File: src/sv/ptt_pkg.sv
`timescale 1ns / 1ps
// ----------------------------------------------------------------------------
// ptt_pkg: shared types and constants
// Widths and limits for the power tower of two modulo n block.
// ----------------------------------------------------------------------------
package ptt_pkg;
    localparam int ModBits   = 24;
    localparam int MaxDepth  = 64;
    localparam int DepthBits = $clog2(MaxDepth + 1);

    typedef logic [ModBits-1:0] mod_t;

    // One entry of the chain: a level and its totient.
    typedef struct packed {
        mod_t level;
        mod_t tot;
    } link_t;

    // Job header passed from the front to the back.
    typedef struct packed {
        logic                 trivial;
        logic [DepthBits-1:0] depth;
    } job_t;
endpackage

File: src/sv/ptt_if.sv
`timescale 1ns / 1ps
// ----------------------------------------------------------------------------
// ptt_if: valid/ready channel
// Carries one 24-bit word per beat.
// ----------------------------------------------------------------------------
interface ptt_if import ptt_pkg::*; ();
    logic valid;
    logic ready;
    mod_t data;
    modport source (output valid, output data, input ready);
    modport sink   (input valid, input data, output ready);
endinterface

File: src/sv/ptt_divmod.sv
`timescale 1ns / 1ps
// ----------------------------------------------------------------------------
// ptt_divmod: iterative divider
// Restoring division, one quotient bit per cycle.
// ----------------------------------------------------------------------------
module ptt_divmod import ptt_pkg::*; (
    input  logic                 clk,
    input  logic                 rst_n,
    input  logic                 start,
    input  logic [2*ModBits-1:0] dividend,
    input  mod_t                 divisor,
    output logic                 done,
    output logic [2*ModBits-1:0] quotient,
    output mod_t                 remainder
);
    localparam int W = 2 * ModBits;
    logic [W-1:0]          q_reg, q_next;
    logic [ModBits:0]      r_reg, r_next;
    logic [$clog2(W+1)-1:0] cnt_reg, cnt_next;
    logic                  busy_reg, busy_next;
    logic                  done_reg, done_next;
    mod_t                  d_reg, d_next;
    logic [ModBits+1:0]    trial;

    // One shift-subtract step per cycle.
    always_comb
    begin
        q_next = q_reg;
        r_next = r_reg;
        cnt_next = cnt_reg;
        busy_next = busy_reg;
        d_next = d_reg;
        done_next = 1'b0;
        trial = '0;
        if (start)
        begin
            q_next = dividend;
            r_next = '0;
            d_next = divisor;
            cnt_next = ($clog2(W+1))'(W);
            busy_next = 1'b1;
        end
        else if (busy_reg)
        begin
            trial = {r_reg, q_reg[W-1]} - {2'b00, d_reg};
            if (!trial[ModBits+1])
            begin
                r_next = trial[ModBits:0];
                q_next = {q_reg[W-2:0], 1'b1};
            end
            else
            begin
                r_next = {r_reg[ModBits-1:0], q_reg[W-1]};
                q_next = {q_reg[W-2:0], 1'b0};
            end
            cnt_next = cnt_reg - 1'b1;
            if (cnt_reg == 1)
            begin
                busy_next = 1'b0;
                done_next = 1'b1;
            end
        end
    end

    always_ff @(posedge clk or negedge rst_n)
    begin
        if (!rst_n)
        begin
            busy_reg <= 1'b0;
            done_reg <= 1'b0;
            cnt_reg <= '0;
        end
        else
        begin
            busy_reg <= busy_next;
            done_reg <= done_next;
            cnt_reg <= cnt_next;
        end
    end

    always_ff @(posedge clk)
    begin
        q_reg <= q_next;
        r_reg <= r_next;
        d_reg <= d_next;
    end

    assign done = done_reg;
    assign quotient = q_reg;
    assign remainder = r_reg[ModBits-1:0];
endmodule

File: src/sv/ptt_back.sv
`timescale 1ns / 1ps
// ----------------------------------------------------------------------------
// ptt_back: tower evaluator
// Walks the chain upward and raises two to each level's exponent.
// ----------------------------------------------------------------------------
module ptt_back import ptt_pkg::*; (
    input  logic                 clk,
    input  logic                 rst_n,
    input  logic                 job_valid,
    input  job_t                 job,
    output logic                 job_ready,
    output logic [DepthBits-1:0] link_addr,
    input  link_t                link_rd,
    ptt_if.source                out_ch
);
    typedef enum logic [6:0] {
        S_IDLE = 7'b0000001,
        S_READ = 7'b0000010,
        S_LOAD = 7'b0000100,
        S_BIT  = 7'b0001000,
        S_MUL  = 7'b0010000,
        S_NEXT = 7'b0100000,
        S_OUT  = 7'b1000000
    } state_t;

    state_t               state_reg, state_next;
    logic [DepthBits-1:0] k_reg, k_next;
    mod_t                 below_reg, below_next;
    mod_t                 mod_reg, mod_next;
    logic [ModBits:0]     e_reg, e_next;
    mod_t                 acc_reg, acc_next;
    mod_t                 b_reg, b_next;
    logic                 phase_reg, phase_next;
    logic                 div_start, div_done;
    logic                 div_busy_reg;
    logic [2*ModBits-1:0] div_q, prod_reg, prod_next;
    mod_t                 div_r;

    ptt_divmod u_div (
        .clk(clk), .rst_n(rst_n), .start(div_start), .dividend(prod_reg),
        .divisor(mod_reg), .done(div_done), .quotient(div_q), .remainder(div_r)
    );

    // Square-and-multiply; phase 0 is the multiply into acc, phase 1 the square.
    always_comb
    begin
        state_next = state_reg;
        k_next = k_reg;
        below_next = below_reg;
        mod_next = mod_reg;
        e_next = e_reg;
        acc_next = acc_reg;
        b_next = b_reg;
        phase_next = phase_reg;
        prod_next = prod_reg;
        div_start = 1'b0;
        case (state_reg)
            S_IDLE:
            begin
                if (job_valid)
                begin
                    below_next = '0;
                    k_next = job.depth;
                    state_next = job.trivial ? S_OUT : S_NEXT;
                end
            end
            S_NEXT:
            begin
                if (k_reg == '0)
                    state_next = S_OUT;
                else
                begin
                    k_next = k_reg - 1'b1;
                    state_next = S_READ;
                end
            end
            S_READ:
            begin
                state_next = S_LOAD;
            end
            S_LOAD:
            begin
                mod_next = link_rd.level;
                e_next = {1'b0, below_reg} + {1'b0, link_rd.tot};
                acc_next = mod_t'(1);
                b_next = (link_rd.level == 2) ? '0 : mod_t'(2);
                state_next = S_BIT;
            end
            S_BIT:
            begin
                if (e_reg == '0)
                begin
                    below_next = acc_reg;
                    state_next = S_NEXT;
                end
                else
                begin
                    phase_next = ~e_reg[0];
                    prod_next = e_reg[0] ? acc_reg * b_reg : b_reg * b_reg;
                    state_next = S_MUL;
                end
            end
            S_MUL:
            begin
                // Start a reduction whenever the divider is free.
                div_start = !div_busy_reg;
                if (div_done)
                begin
                    if (!phase_reg)
                    begin
                        acc_next = div_r;
                        phase_next = 1'b1;
                        prod_next = b_reg * b_reg;
                    end
                    else
                    begin
                        b_next = div_r;
                        e_next = e_reg >> 1;
                        state_next = S_BIT;
                    end
                end
            end
            S_OUT:
            begin
                if (out_ch.ready)
                    state_next = S_IDLE;
            end
            default:
            begin
                state_next = S_IDLE;
            end
        endcase
    end

    // Tracks a reduction in progress.
    always_ff @(posedge clk or negedge rst_n)
    begin
        if (!rst_n)
            div_busy_reg <= 1'b0;
        else if (div_done)
            div_busy_reg <= 1'b0;
        else if (div_start)
            div_busy_reg <= 1'b1;
    end

    always_ff @(posedge clk or negedge rst_n)
    begin
        if (!rst_n)
            state_reg <= S_IDLE;
        else
            state_reg <= state_next;
    end

    always_ff @(posedge clk)
    begin
        k_reg <= k_next;
        below_reg <= below_next;
        mod_reg <= mod_next;
        e_reg <= e_next;
        acc_reg <= acc_next;
        b_reg <= b_next;
        phase_reg <= phase_next;
        prod_reg <= prod_next;
    end

    assign job_ready = (state_reg == S_IDLE);
    assign link_addr = k_reg;
    assign out_ch.valid = (state_reg == S_OUT);
    assign out_ch.data = below_reg;
endmodule

File: src/flat_wrapper.sv
// flat-port wrapper written by rule: the top's interface ports become plain ports
module ptt_back_flat import ptt_pkg::*;
  (clk, rst_n, job_valid, job, job_ready, link_addr, link_rd, out_ch_valid, out_ch_data, out_ch_ready);
  ptt_if out_ch_i ();
  input  logic clk;
  input  logic rst_n;
  input  logic job_valid;
  input  job_t job;
  output logic job_ready;
  output logic [DepthBits-1:0] link_addr;
  input  link_t link_rd;
  output wire logic [$bits(out_ch_i.valid)-1:0] out_ch_valid;
  output wire logic [$bits(out_ch_i.data)-1:0] out_ch_data;
  input wire logic [$bits(out_ch_i.ready)-1:0] out_ch_ready;
  assign out_ch_valid = out_ch_i.valid;
  assign out_ch_data = out_ch_i.data;
  assign out_ch_i.ready = out_ch_ready;
  ptt_back u_core (.clk(clk), .rst_n(rst_n), .job_valid(job_valid), .job(job), .job_ready(job_ready), .link_addr(link_addr), .link_rd(link_rd), .out_ch(out_ch_i));
endmodule
File: config.mk
export PLATFORM = sky130hd
export DESIGN_NAME = ptt_back_flat
export DESIGN_NICKNAME = d
export VERILOG_FILES = /design/src/sv/ptt_pkg.sv /design/src/sv/ptt_if.sv /design/src/sv/ptt_divmod.sv /design/src/sv/ptt_back.sv /design/src/flat_wrapper.sv
export SDC_FILE = /design/constraint.sdc
export NUM_CORES = 2
export LEC_CHECK = 0
export BUFFER_PORTS_ARGS = -buffer_cell sky130_fd_sc_hd__buf_2
export CAP_MARGIN = 10
export CORE_AREA = 2 2 332 334
export CTS_BUF_LIST = sky130_fd_sc_hd__clkbuf_8
export DETAILED_ROUTE_END_ITERATION = 6
export DIE_AREA = 0 0 334 336
export PLACE_DENSITY_LB_ADDON = 0.08
export REMOVE_ABC_BUFFERS = 1
export SKIP_CTS_REPAIR_TIMING = 1
export SYNTH_ARGS = -nofsm -noshare
export SYNTH_HDL_FRONTEND = slang
export SYNTH_SLANG_ARGS = --single-unit
File: constraint.sdc
create_clock -name clk -period 9.93 [get_ports clk]
set_input_delay 0 -clock clk [delete_from_list [all_inputs] [get_ports clk]]
set_output_delay 0 -clock clk [all_outputs]
set_load 0.02 [all_outputs]
==> results_dict.tcl <==
set metrics [dict create \
    p_sw_share_pct 33.4 \
    status "complete, but fails checks" \
    drv_slew 0 \
    critPathCaptureType "flop" \
    p_leak_nw 26.5 \
    cts_buffers 52 \
    finalClockSkew_ps 61.8 \
    h-tree-depth 2 \
    finalSetupViolCount 0 \
    syn-cell-area_mm2 0.0486 \
    drv_cap 0 \
    synth-edff-count 249 \
    max_freq_mhz 116 \
    fp.dieArea_mm2 0.112 \
    wl_per_cell_um 19.5 \
    core_area_mm2 0.108 \
    grt_max_degree 52 \
    relSlewSlack_pct 23.9 \
    yosysSeqAreaShare_pct 17.3 \
    ff2ff_path_depth 22 \
    die_x_um 334 \
    synth_top_cell_area_share_pct 37.3 \
    synth.ff_latch_count 290 \
    drtIter0Drc 2005 \
    start_util_pct 44.8 \
    drtPass1Iterations 7 \
    place_congestion 0.883 \
    insertion_delay_ps 710 \
    arrival_ps 9030 \
    yosysWarnings 0 \
    hold_viol 1 \
    ios 93 \
    die_y_um 336 \
    cts_tree "done" \
    clkPwrFrac_pct 32.7 \
    synthFlopType "edfxtp_1" \
    grt_pass1_wl_um 207000 \
    dp_slack_ps 1400 \
    setup_ws_ps 1330 \
    fillCellCount 10497 \
    final_nets 6609 \
    drcViolationCount 2 \
    cts_max_path_buffers 3 \
    grt_pass1_vias 36143 \
    fin_crit_ps 8600 \
    clkTransAtPathRegs_ps 70 \
    grt_usage_pct 24.0 \
    holdWs_ps -25.9 \
    p_per_area_mw_per_mm2 74.3 \
    hold_depth 4 \
    path_class "flop to flop" \
    fin_crit_sh_pct 86.6 \
    hold_class "primary input to flop" \
    clkSinkCount 290 \
    rows 121 \
    io_buffers 92 \
    num_vias 34174 \
    netlist_instances 5161 \
    total_power_w 0.00391 \
    dpl.hpwl_um 102000 \
    avgSynthCellArea_um2 9.41 \
    violations "design-rule violations, negative hold slack" \
    viasPerCell 5.10 \
    tightest_slew_ps 1140 \
    cp_max_fo 27 \
    switchingPower_w 0.00131 \
    layout-drive-gt1-share_pct 5.43 \
    power_frac_comb_pct 26.7 \
    area_growth_pct 8.18 \
    routed_wl_um 131000 \
    seqPwrFrac_pct 40.6 \
    rsz0062_at_grt "false" \
    root_buffer "clkbuf_8" \
    fin_tns_setup_ps 0 \
    crit_path_start_kind "flop" \
    synth_area_leaders "fa_1 37%, edfxtp_1 15%, ha_1 10%" \
    yosysTopAreaCell "fa_1" \
    synth_cell_types 80 \
    antenna_found_initial 6 \
    globalRouteOverflowTotal 0 \
    ant_nets 0 \
    internal_power_w 0.00260 \
    crit_required_ps 10360 \
    final_area_mm2 0.0525 \
    ir_worst_vdd_v 0.000118 \
    ys_async_sr_fraction_pct 5.52 \
    placed_cell_area_mm2 0.0507 \
]
worst paths after layout:
| path | startpoint | endpoint | slack [ps] |
|---|---|---|---|
| worst min register to register | u_core.mod_reg[19] | u_core.u_div.d_reg[19] | 420 |
| worst max-delay path | u_core.b_reg[11] | u_core.prod_reg[46] | 1330 |
| max in group asynchronous | rst_n | u_core.state_reg[1] | 8340 |
| min in group asynchronous | rst_n | u_core.state_reg[0] | 340 |
| worst min-delay path | link_rd[14] | u_core.e_reg[14] | -30 |
| worst max register to register | u_core.b_reg[11] | u_core.prod_reg[46] | 1330 |
kinds of logic after synthesis:
family | share of synthesized area [%]
fa+ha+maj | 47.5
buf+inv | 11.1
mux | 0.616
simple gates | 14.8
compound gates | 6.28
xor+xnor | 2.42
flops | 17.3
power groups by stage:
stage | sequential (W) | combinational [W] | clock, W
after global routing | 0.00160 | 0.00116 | 0.00136
after global placement | 0.00161 | 0.00100 | 0
after floorplan | 0.00161 | 0.000714 | 0
after CTS | 0.00159 | 0.00101 | 0.00132
final | 0.00158 | 0.00104 | 0.00128
after detailed placement | 0.00161 | 0.00101 | 0
cell type report:
cell class | count | area [um^2] | share of cell area [%]
antenna | 1 | 2.50 | 0.00476
clock buffer | 53 | 729 | 1.39
clock inverter | 43 | 399 | 0.760
inverter | 1210 | 4540 | 8.65
multi-input combinational | 3443 | 34800 | 66.3
sequential | 290 | 8380 | 15.9
tap | 1414 | 1770 | 3.37
timing repair buffer | 251 | 1870 | 3.56
metrics by stage:
step	utilization, %	cells
CTS	47.8	6630
global placement	46.7	6534
finish	48.5	6705
floorplan	-	4943
global route	48.5	6705
detailed placement	46.7	6534
worst max-delay path: stages (launching register included):
cell	delay [ps]
edfxtp_1	1010
buf_4	520
and2_1	220
fa_1	420
fa_1	590
fa_1	460
fa_1	570
fa_1	440
fa_1	510
inv_1	50
fa_1	470
inv_1	50
ha_1	340
a21oi_1	160
o21ai_0	170
nor2_1	220
nand4_1	210
a31oi_1	590
o31ai_1	300
a211oi_1	480
o21ai_0	200
xnor2_1	220
mux2i_1	100
per-layer routing:
| metal | global-route usage, % | share of wire [%] | up-vias |
|---|---|---|---|
| met5 | 0 | 0.0099 | - |
| met2 | 41.2 | 49 | 648 |
| li1 | - | - | 15870 |
| met1 | 32.0 | 44 | 17483 |
| met3 | 2.59 | 3.9 | 171 |
| met4 | 7.27 | 3.3 | 2 |
cells in the mapped netlist, types with 15 or more instances:
cell / count
nand4_1: 24
nand2b_1: 16
nor2_1: 124
dfxtp_1: 25
xnor2_1: 84
o21ai_0: 123
inv_1: 1209
a21oi_1: 159
nand3_1: 23
a21o_1: 56
o21bai_1: 19
edfxtp_1: 249
a211oi_1: 18
nor3_1: 23
dfrtp_1: 15
a31oi_1: 20
and2_1: 441
clkbuf_1: 204
nand2_1: 721
fa_1: 906
ha_1: 395
xor2_1: 50
mux2i_1: 25
o21a_1: 16
nor2b_1: 26
and3_1: 21
cell usage in the layout, fill, tap and decap left out, types with 56 or more instances in the layout:
cell type | synthesis | final
a21o_1 | 56 | 56
a21oi_1 | 159 | 159
and2_1 | 441 | 440
buf_2 | 1 | 93
buf_4 | 0 | 82
dlygate4sd3_1 | 0 | 73
edfxtp_1 | 249 | 249
fa_1 | 906 | 906
ha_1 | 395 | 395
inv_1 | 1209 | 1221
nand2_1 | 721 | 721
nor2_1 | 124 | 124
o21ai_0 | 123 | 123
xnor2_1 | 84 | 84
No activity file was read; power rests on OpenSTA's default activity.
