--- src/sv/ptt_pkg.sv ---
`timescale 1ns / 1ps
// ----------------------------------------------------------------------------
// ptt_pkg: shared types and constants
// Widths and limits for the power tower of two modulo n block.
// ----------------------------------------------------------------------------
package ptt_pkg;
    localparam int ModBits   = 24;
    localparam int MaxDepth  = 64;
    localparam int DepthBits = $clog2(MaxDepth + 1);

    typedef logic [ModBits-1:0] mod_t;

    // One entry of the chain: a level and its totient.
    typedef struct packed {
        mod_t level;
        mod_t tot;
    } link_t;

    // Job header passed from the front to the back.
    typedef struct packed {
        logic                 trivial;
        logic [DepthBits-1:0] depth;
    } job_t;
endpackage

--- src/sv/ptt_if.sv ---
`timescale 1ns / 1ps
// ----------------------------------------------------------------------------
// ptt_if: valid/ready channel
// Carries one 24-bit word per beat.
// ----------------------------------------------------------------------------
interface ptt_if import ptt_pkg::*; ();
    logic valid;
    logic ready;
    mod_t data;
    modport source (output valid, output data, input ready);
    modport sink   (input valid, input data, output ready);
endinterface

--- src/sv/ptt_divmod.sv ---
`timescale 1ns / 1ps
// ----------------------------------------------------------------------------
// ptt_divmod: iterative divider
// Restoring division, one quotient bit per cycle.
// ----------------------------------------------------------------------------
module ptt_divmod import ptt_pkg::*; (
    input  logic                 clk,
    input  logic                 rst_n,
    input  logic                 start,
    input  logic [2*ModBits-1:0] dividend,
    input  mod_t                 divisor,
    output logic                 done,
    output logic [2*ModBits-1:0] quotient,
    output mod_t                 remainder
);
    localparam int W = 2 * ModBits;
    logic [W-1:0]          q_reg, q_next;
    logic [ModBits:0]      r_reg, r_next;
    logic [$clog2(W+1)-1:0] cnt_reg, cnt_next;
    logic                  busy_reg, busy_next;
    logic                  done_reg, done_next;
    mod_t                  d_reg, d_next;
    logic [ModBits+1:0]    trial;

    // One shift-subtract step per cycle.
    always_comb
    begin
        q_next = q_reg;
        r_next = r_reg;
        cnt_next = cnt_reg;
        busy_next = busy_reg;
        d_next = d_reg;
        done_next = 1'b0;
        trial = '0;
        if (start)
        begin
            q_next = dividend;
            r_next = '0;
            d_next = divisor;
            cnt_next = ($clog2(W+1))'(W);
            busy_next = 1'b1;
        end
        else if (busy_reg)
        begin
            trial = {r_reg, q_reg[W-1]} - {2'b00, d_reg};
            if (!trial[ModBits+1])
            begin
                r_next = trial[ModBits:0];
                q_next = {q_reg[W-2:0], 1'b1};
            end
            else
            begin
                r_next = {r_reg[ModBits-1:0], q_reg[W-1]};
                q_next = {q_reg[W-2:0], 1'b0};
            end
            cnt_next = cnt_reg - 1'b1;
            if (cnt_reg == 1)
            begin
                busy_next = 1'b0;
                done_next = 1'b1;
            end
        end
    end

    always_ff @(posedge clk or negedge rst_n)
    begin
        if (!rst_n)
        begin
            busy_reg <= 1'b0;
            done_reg <= 1'b0;
            cnt_reg <= '0;
        end
        else
        begin
            busy_reg <= busy_next;
            done_reg <= done_next;
            cnt_reg <= cnt_next;
        end
    end

    always_ff @(posedge clk)
    begin
        q_reg <= q_next;
        r_reg <= r_next;
        d_reg <= d_next;
    end

    assign done = done_reg;
    assign quotient = q_reg;
    assign remainder = r_reg[ModBits-1:0];
endmodule

--- src/sv/ptt_front.sv ---
`timescale 1ns / 1ps
// ----------------------------------------------------------------------------
// ptt_front: chain builder
// Accepts a modulus, writes the chain of totients into the chain memory and pushes a job into the queue.
// ----------------------------------------------------------------------------
module ptt_front import ptt_pkg::*; (
    input  logic                 clk,
    input  logic                 rst_n,
    ptt_if.sink                  in_ch,
    output logic                 job_valid,
    output job_t                 job,
    input  logic                 job_ready,
    input  logic                 chain_free,
    output logic                 link_we,
    output logic [DepthBits-1:0] link_addr,
    output link_t                link_data
);
    typedef enum logic [6:0] {
        S_IDLE  = 7'b0000001,
        S_START = 7'b0000010,
        S_TRY   = 7'b0000100,
        S_DIV   = 7'b0001000,
        S_STEP  = 7'b0010000,
        S_LINK  = 7'b0100000,
        S_PUSH  = 7'b1000000
    } state_t;

    state_t               state_reg, state_next;
    mod_t                 m_reg, m_next;
    mod_t                 rest_reg, rest_next;
    mod_t                 tot_reg, tot_next;
    mod_t                 d_reg, d_next;
    logic                 hit_reg, hit_next;
    logic [DepthBits-1:0] depth_reg, depth_next;
    logic                 triv_reg, triv_next;
    logic [2*ModBits-1:0] dd_reg;
    logic                 div_start, div_done;
    logic [2*ModBits-1:0] div_q;
    mod_t                 div_r;
    logic [2*ModBits-1:0] tmul;

    ptt_divmod u_div (
        .clk(clk), .rst_n(rst_n), .start(div_start),
        .dividend({{ModBits{1'b0}}, rest_reg}), .divisor(d_reg),
        .done(div_done), .quotient(div_q), .remainder(div_r)
    );

    assign tmul = tot_reg * (hit_reg ? d_reg : d_reg - 1'b1);

    // Trial division sequencer.
    always_comb
    begin
        state_next = state_reg;
        m_next = m_reg;
        rest_next = rest_reg;
        tot_next = tot_reg;
        d_next = d_reg;
        hit_next = hit_reg;
        depth_next = depth_reg;
        triv_next = triv_reg;
        div_start = 1'b0;
        link_we = 1'b0;
        case (state_reg)
            S_IDLE:
            begin
                if (in_ch.valid)
                begin
                    m_next = in_ch.data;
                    depth_next = '0;
                    triv_next = (in_ch.data <= 1);
                    state_next = (in_ch.data <= 1) ? S_PUSH : S_START;
                end
            end
            S_START:
            begin
                rest_next = m_reg;
                tot_next = mod_t'(1);
                d_next = mod_t'(2);
                hit_next = 1'b0;
                state_next = S_TRY;
            end
            S_TRY:
            begin
                // After a hit the same divisor is tried again until it fails.
                if (!hit_reg && dd_reg > {{ModBits{1'b0}}, rest_reg})
                begin
                    if (rest_reg > 1)
                        tot_next = ModBits'(tot_reg * (rest_reg - 1'b1));
                    state_next = S_LINK;
                end
                else
                begin
                    div_start = 1'b1;
                    state_next = S_DIV;
                end
            end
            S_DIV:
            begin
                if (div_done)
                begin
                    state_next = S_STEP;
                end
            end
            S_STEP:
            begin
                if (div_r == '0)
                begin
                    rest_next = div_q[ModBits-1:0];
                    tot_next = tmul[ModBits-1:0];
                    hit_next = 1'b1;
                    div_start = 1'b0;
                    state_next = S_TRY;
                    if (div_q[ModBits-1:0] < d_reg)
                        state_next = S_TRY;
                end
                else
                begin
                    d_next = d_reg + 1'b1;
                    hit_next = 1'b0;
                    state_next = S_TRY;
                end
            end
            S_LINK:
            begin
                // The chain memory is written only once the back has let go of it.
                if (chain_free)
                begin
                    link_we = 1'b1;
                    depth_next = depth_reg + 1'b1;
                    m_next = tot_reg;
                    if (tot_reg > 1 && depth_reg + 1'b1 < DepthBits'(MaxDepth))
                        state_next = S_START;
                    else
                        state_next = S_PUSH;
                end
            end
            S_PUSH:
            begin
                if (job_ready)
                    state_next = S_IDLE;
            end
            default:
            begin
                state_next = S_IDLE;
            end
        endcase
    end

    always_ff @(posedge clk or negedge rst_n)
    begin
        if (!rst_n)
            state_reg <= S_IDLE;
        else
            state_reg <= state_next;
    end

    always_ff @(posedge clk)
    begin
        m_reg <= m_next;
        rest_reg <= rest_next;
        tot_reg <= tot_next;
        d_reg <= d_next;
        hit_reg <= hit_next;
        depth_reg <= depth_next;
        triv_reg <= triv_next;
        dd_reg <= d_next * d_next;
    end

    assign in_ch.ready = (state_reg == S_IDLE);
    assign job_valid = (state_reg == S_PUSH);
    assign job.trivial = triv_reg;
    assign job.depth = depth_reg;
    assign link_addr = depth_reg;
    assign link_data.level = m_reg;
    assign link_data.tot = tot_reg;
endmodule

--- src/flat_wrapper.sv ---
// flat-port wrapper written by rule: the top's interface ports become plain ports
module ptt_front_flat import ptt_pkg::*;
  (clk, rst_n, job_valid, job, job_ready, chain_free, link_we, link_addr, link_data, in_ch_valid, in_ch_data, in_ch_ready);
  ptt_if in_ch_i ();
  input  logic clk;
  input  logic rst_n;
  output logic job_valid;
  output job_t job;
  input  logic job_ready;
  input  logic chain_free;
  output logic link_we;
  output logic [DepthBits-1:0] link_addr;
  output link_t link_data;
  input wire logic [$bits(in_ch_i.valid)-1:0] in_ch_valid;
  input wire logic [$bits(in_ch_i.data)-1:0] in_ch_data;
  output wire logic [$bits(in_ch_i.ready)-1:0] in_ch_ready;
  assign in_ch_i.valid = in_ch_valid;
  assign in_ch_i.data = in_ch_data;
  assign in_ch_ready = in_ch_i.ready;
  ptt_front u_core (.clk(clk), .rst_n(rst_n), .in_ch(in_ch_i), .job_valid(job_valid), .job(job), .job_ready(job_ready), .chain_free(chain_free), .link_we(link_we), .link_addr(link_addr), .link_data(link_data));
endmodule
--- config.mk ---
export PLATFORM = sky130hd
export DESIGN_NAME = ptt_front_flat
export DESIGN_NICKNAME = d
export VERILOG_FILES = /design/src/sv/ptt_pkg.sv /design/src/sv/ptt_if.sv /design/src/sv/ptt_divmod.sv /design/src/sv/ptt_front.sv /design/src/flat_wrapper.sv
export SDC_FILE = /design/constraint.sdc
export NUM_CORES = 2
export LEC_CHECK = 0
export CAP_MARGIN = 5
export CORE_MARGIN = 3
export CORE_UTILIZATION = 24
export DETAILED_ROUTE_END_ITERATION = 10
export DONT_BUFFER_PORTS = 1
export GPL_TIMING_DRIVEN = 0
export PLACE_DENSITY = 0.35
export SYNTH_ARGS = -nofsm -noshare
export SYNTH_HDL_FRONTEND = slang
export SYNTH_HIERARCHICAL = 1
export SYNTH_SLANG_ARGS = --single-unit
--- constraint.sdc ---
create_clock -name clk -period 10.8 [get_ports clk]
set_input_delay 2.16 -clock clk [delete_from_list [all_inputs] [get_ports clk]]
set_output_delay 2.16 -clock clk [all_outputs]
set_load 0.01 [all_outputs]
==> impl_metrics.json <==
{
  "clk_pin_slew_worst_paths_ns": 0.06,
  "whs_path_depth": 0,
  "yosys.area_share.simple": 0.144,
  "largest_reg_flops": 48,
  "cts_tree": "done",
  "grt_pass1_vias": 36500,
  "fillCellCount": 20500,
  "core-area_um2": 191000,
  "viasPerCell": 4.38,
  "wire_per_inst_um": 22.3,
  "finalSetupViolations": 0,
  "worstPathRequired_ns": 11.30,
  "worst_slew_pin_slew_ns": 1.45,
  "synth_fa_ha_area_frac": 0.471,
  "clock_latency_ns": 0.62,
  "ioPinCount": 95,
  "cap_violations": 0,
  "crit_path_max_incr_delay_ns": 0.69,
  "area_growth_pct": 11.0,
  "dieArea_um2": 199000,
  "end_kind": "flip-flop",
  "synth-xor-area-share": 0.0450,
  "grt_usage": 0.173,
  "rsz0062_at_grt": "yes",
  "cts_buffers": 41,
  "drt_iter0_drc": 1776,
  "hp-class": "flip-flop to flip-flop",
  "core.rowCount": 160,
  "yosysSeqAreaShare": 0.148,
  "grt_max_degree": 39,
  "layout-drive-gt1-share": 0.0569,
  "synth_top_family_by_area": "adder cells",
  "layout.nets": 6369,
  "start_util": 0.243,
  "critPathArrivalTime_ns": 10.90,
  "synth.area.mux_share": 0.0221,
  "cp_max_fo": 10,
  "cp_slowest_cell": "buf_1",
  "dieHeight_um": 446,
  "fin_worst_skew_ns": 0.0441,
  "dp_hpwl_um": 140000,
  "fmaxAchievable_mhz": 96.2,
  "async_flop_share": 0.0570,
  "outcome": "completed",
  "worst_path_most_repeated_cell": "fa_1",
  "start_kind": "flip-flop",
  "reg2reg_depth": 31,
  "avgSynthCellArea_um2": 9.24,
  "slew_headroom": 0.0244,
  "synth_cell_types": 87,
  "min_period_over_period": 0.963,
  "die_w_um": 446,
  "drc": 0,
  "synth-compound-area-share": 0.0545,
  "yosys_warnings": 6,
  "ys_seq_elements": 263,
  "fin_crit_ns": 10.40,
  "ant_nets": 0,
  "place_congestion": 0.845,
  "io_buffers": 0,
  "synth_area_um2": 46400,
  "drv_slew": 0,
  "synth-main-ff-cell": "edfxtp_1",
  "num_vias": 33500,
  "wl_um": 170000,
  "final-hold-violation-count": 0,
  "cts_hold_buffers": 0,
  "critPathKind": "flip-flop to flip-flop",
  "antenna_found_initial": 11,
  "htreeDepth": 2,
  "dr.pass1.iters": 5,
  "grt_first_pass_wirelength_um": 254000,
  "cts_max_path_buffers": 3,
  "fin_setup_tns_ns": 0,
  "synth_enable_flop_cells": 153,
  "cts_sinks": 263,
  "syn-instance-count": 5021,
  "cts_root_buf": "clkbuf_16",
  "overflow": 0
}
-- metrics by stage --
stage           util  area [um2]  hold WS, ns  setup WS, ns  cells
2_1_floorplan      -       46500        0.403          1.78   5044
3_3_place_gp   0.260       49600        0.417         -2.31   7555
3_5_place_dp   0.260       49800        0.417         -2.08   7564
4_1_cts        0.269       51400        0.407       0.00166   7637
5_1_grt        0.269       51500        0.423       -0.0117   7645
6_report       0.269       51500        0.400         0.400   7647
-- layer usage --
layer	track usage	vias to the layer above	wire, um
li1	-	15400	-
met1	0.244	17200	80100
met2	0.288	663	80100
met3	0.0175	133	6890
met4	0.0345	0	3380
met5	0	-	0
-- path summary, 6_finish.rpt --
| kind | from | to | slack (ns) |
|---|---|---|---|
| worst min-delay path | u_core/d_reg[3] | u_core/u_div/d_reg[3] | 0.40 |
| worst min register to register | u_core/d_reg[3] | u_core/u_div/d_reg[3] | 0.40 |
| worst max register to register | u_core/u_div/r_reg[19] | u_core/dd_reg[44] | 0.40 |
| worst max-delay path | u_core/u_div/r_reg[19] | u_core/dd_reg[44] | 0.40 |
| min in group asynchronous | rst_n | u_core/u_div/cnt_reg[0] | 1.25 |
| max in group asynchronous | rst_n | u_core/state_reg[0] | 9.37 |
-- synthesized netlist by cell type (49+ instances only) --
master / n / area [um2]
clkbuf_1: 167 / 627
xor2_1: 49 / 429
a21oi_1: 85 / 425
edfxtp_1: 153 / 4590
nor2b_1: 62 / 388
inv_1: 1134 / 4260
ha_1: 388 / 4850
dfxtp_1: 95 / 1900
nor2_1: 247 / 927
nand2_1: 734 / 2760
a21o_1: 49 / 368
fa_1: 850 / 17000
o21ai_0: 54 / 270
xnor2_1: 170 / 1490
and2_1: 189 / 1180
mux2_2: 81 / 912
-- what timing repair did --
action / CTS / global route
endpoints found under the setup margin: 26 / 10
resized for setup: 38 / 25
setup buffers: 2 / 7
pin swaps: 0 / 1
-- critical path: cells and delay by family, from the launching register on --
family          cells  cell delay [ns]
flops               1             0.38
simple gates        5             1.13
buf+inv             5             1.12
fa+ha+maj           8             4.01
compound gates     11             3.06
xor+xnor            1             0.14
mux                 1             0.43
-- layout make-up --
| type | instances | area, um2 | area share |
|---|---|---|---|
| tap | 2511 | 3140 | 0.0610 |
| antenna | 2 | 5.00 | 0.0000971 |
| clock inverter | 33 | 444 | 0.00862 |
| clock buffer | 42 | 1040 | 0.0202 |
| sequential | 263 | 6870 | 0.133 |
| timing repair buffer | 19 | 205 | 0.00398 |
| inverter | 1141 | 4290 | 0.0833 |
| buffer | 229 | 1080 | 0.0210 |
| multi-input combinational | 3407 | 34400 | 0.668 |
-- cells by family (layout without fill, tap and decap cells) --
family / count (synthesis) / count (layout)
other: 1 / 26
multiplexers: 92 / 92
adder cells (fa/ha/maj): 1238 / 1238
flip-flops: 263 / 263
AO/OA/AOI/OAI: 370 / 370
XOR/XNOR: 227 / 227
AND/OR/NAND/NOR: 1456 / 1456
buffers and inverters: 1374 / 1464
-- cell usage in the layout (no fill, tap or decap), types with 49 or more instances in the layout --
master,count
inv_1,1132
ha_1,388
o21ai_0,53
xnor2_1,168
fa_1,850
nor2b_1,62
buf_4,55
clkbuf_1,148
nand2_1,734
dfxtp_1,95
a21oi_1,80
a21o_1,49
xor2_1,49
and2_1,189
edfxtp_1,153
mux2_2,81
nor2_1,242
Power is left out: the tool's default activity adds up to more than one toggle a clock period on the data nets, which glitch-free logic cannot reach.
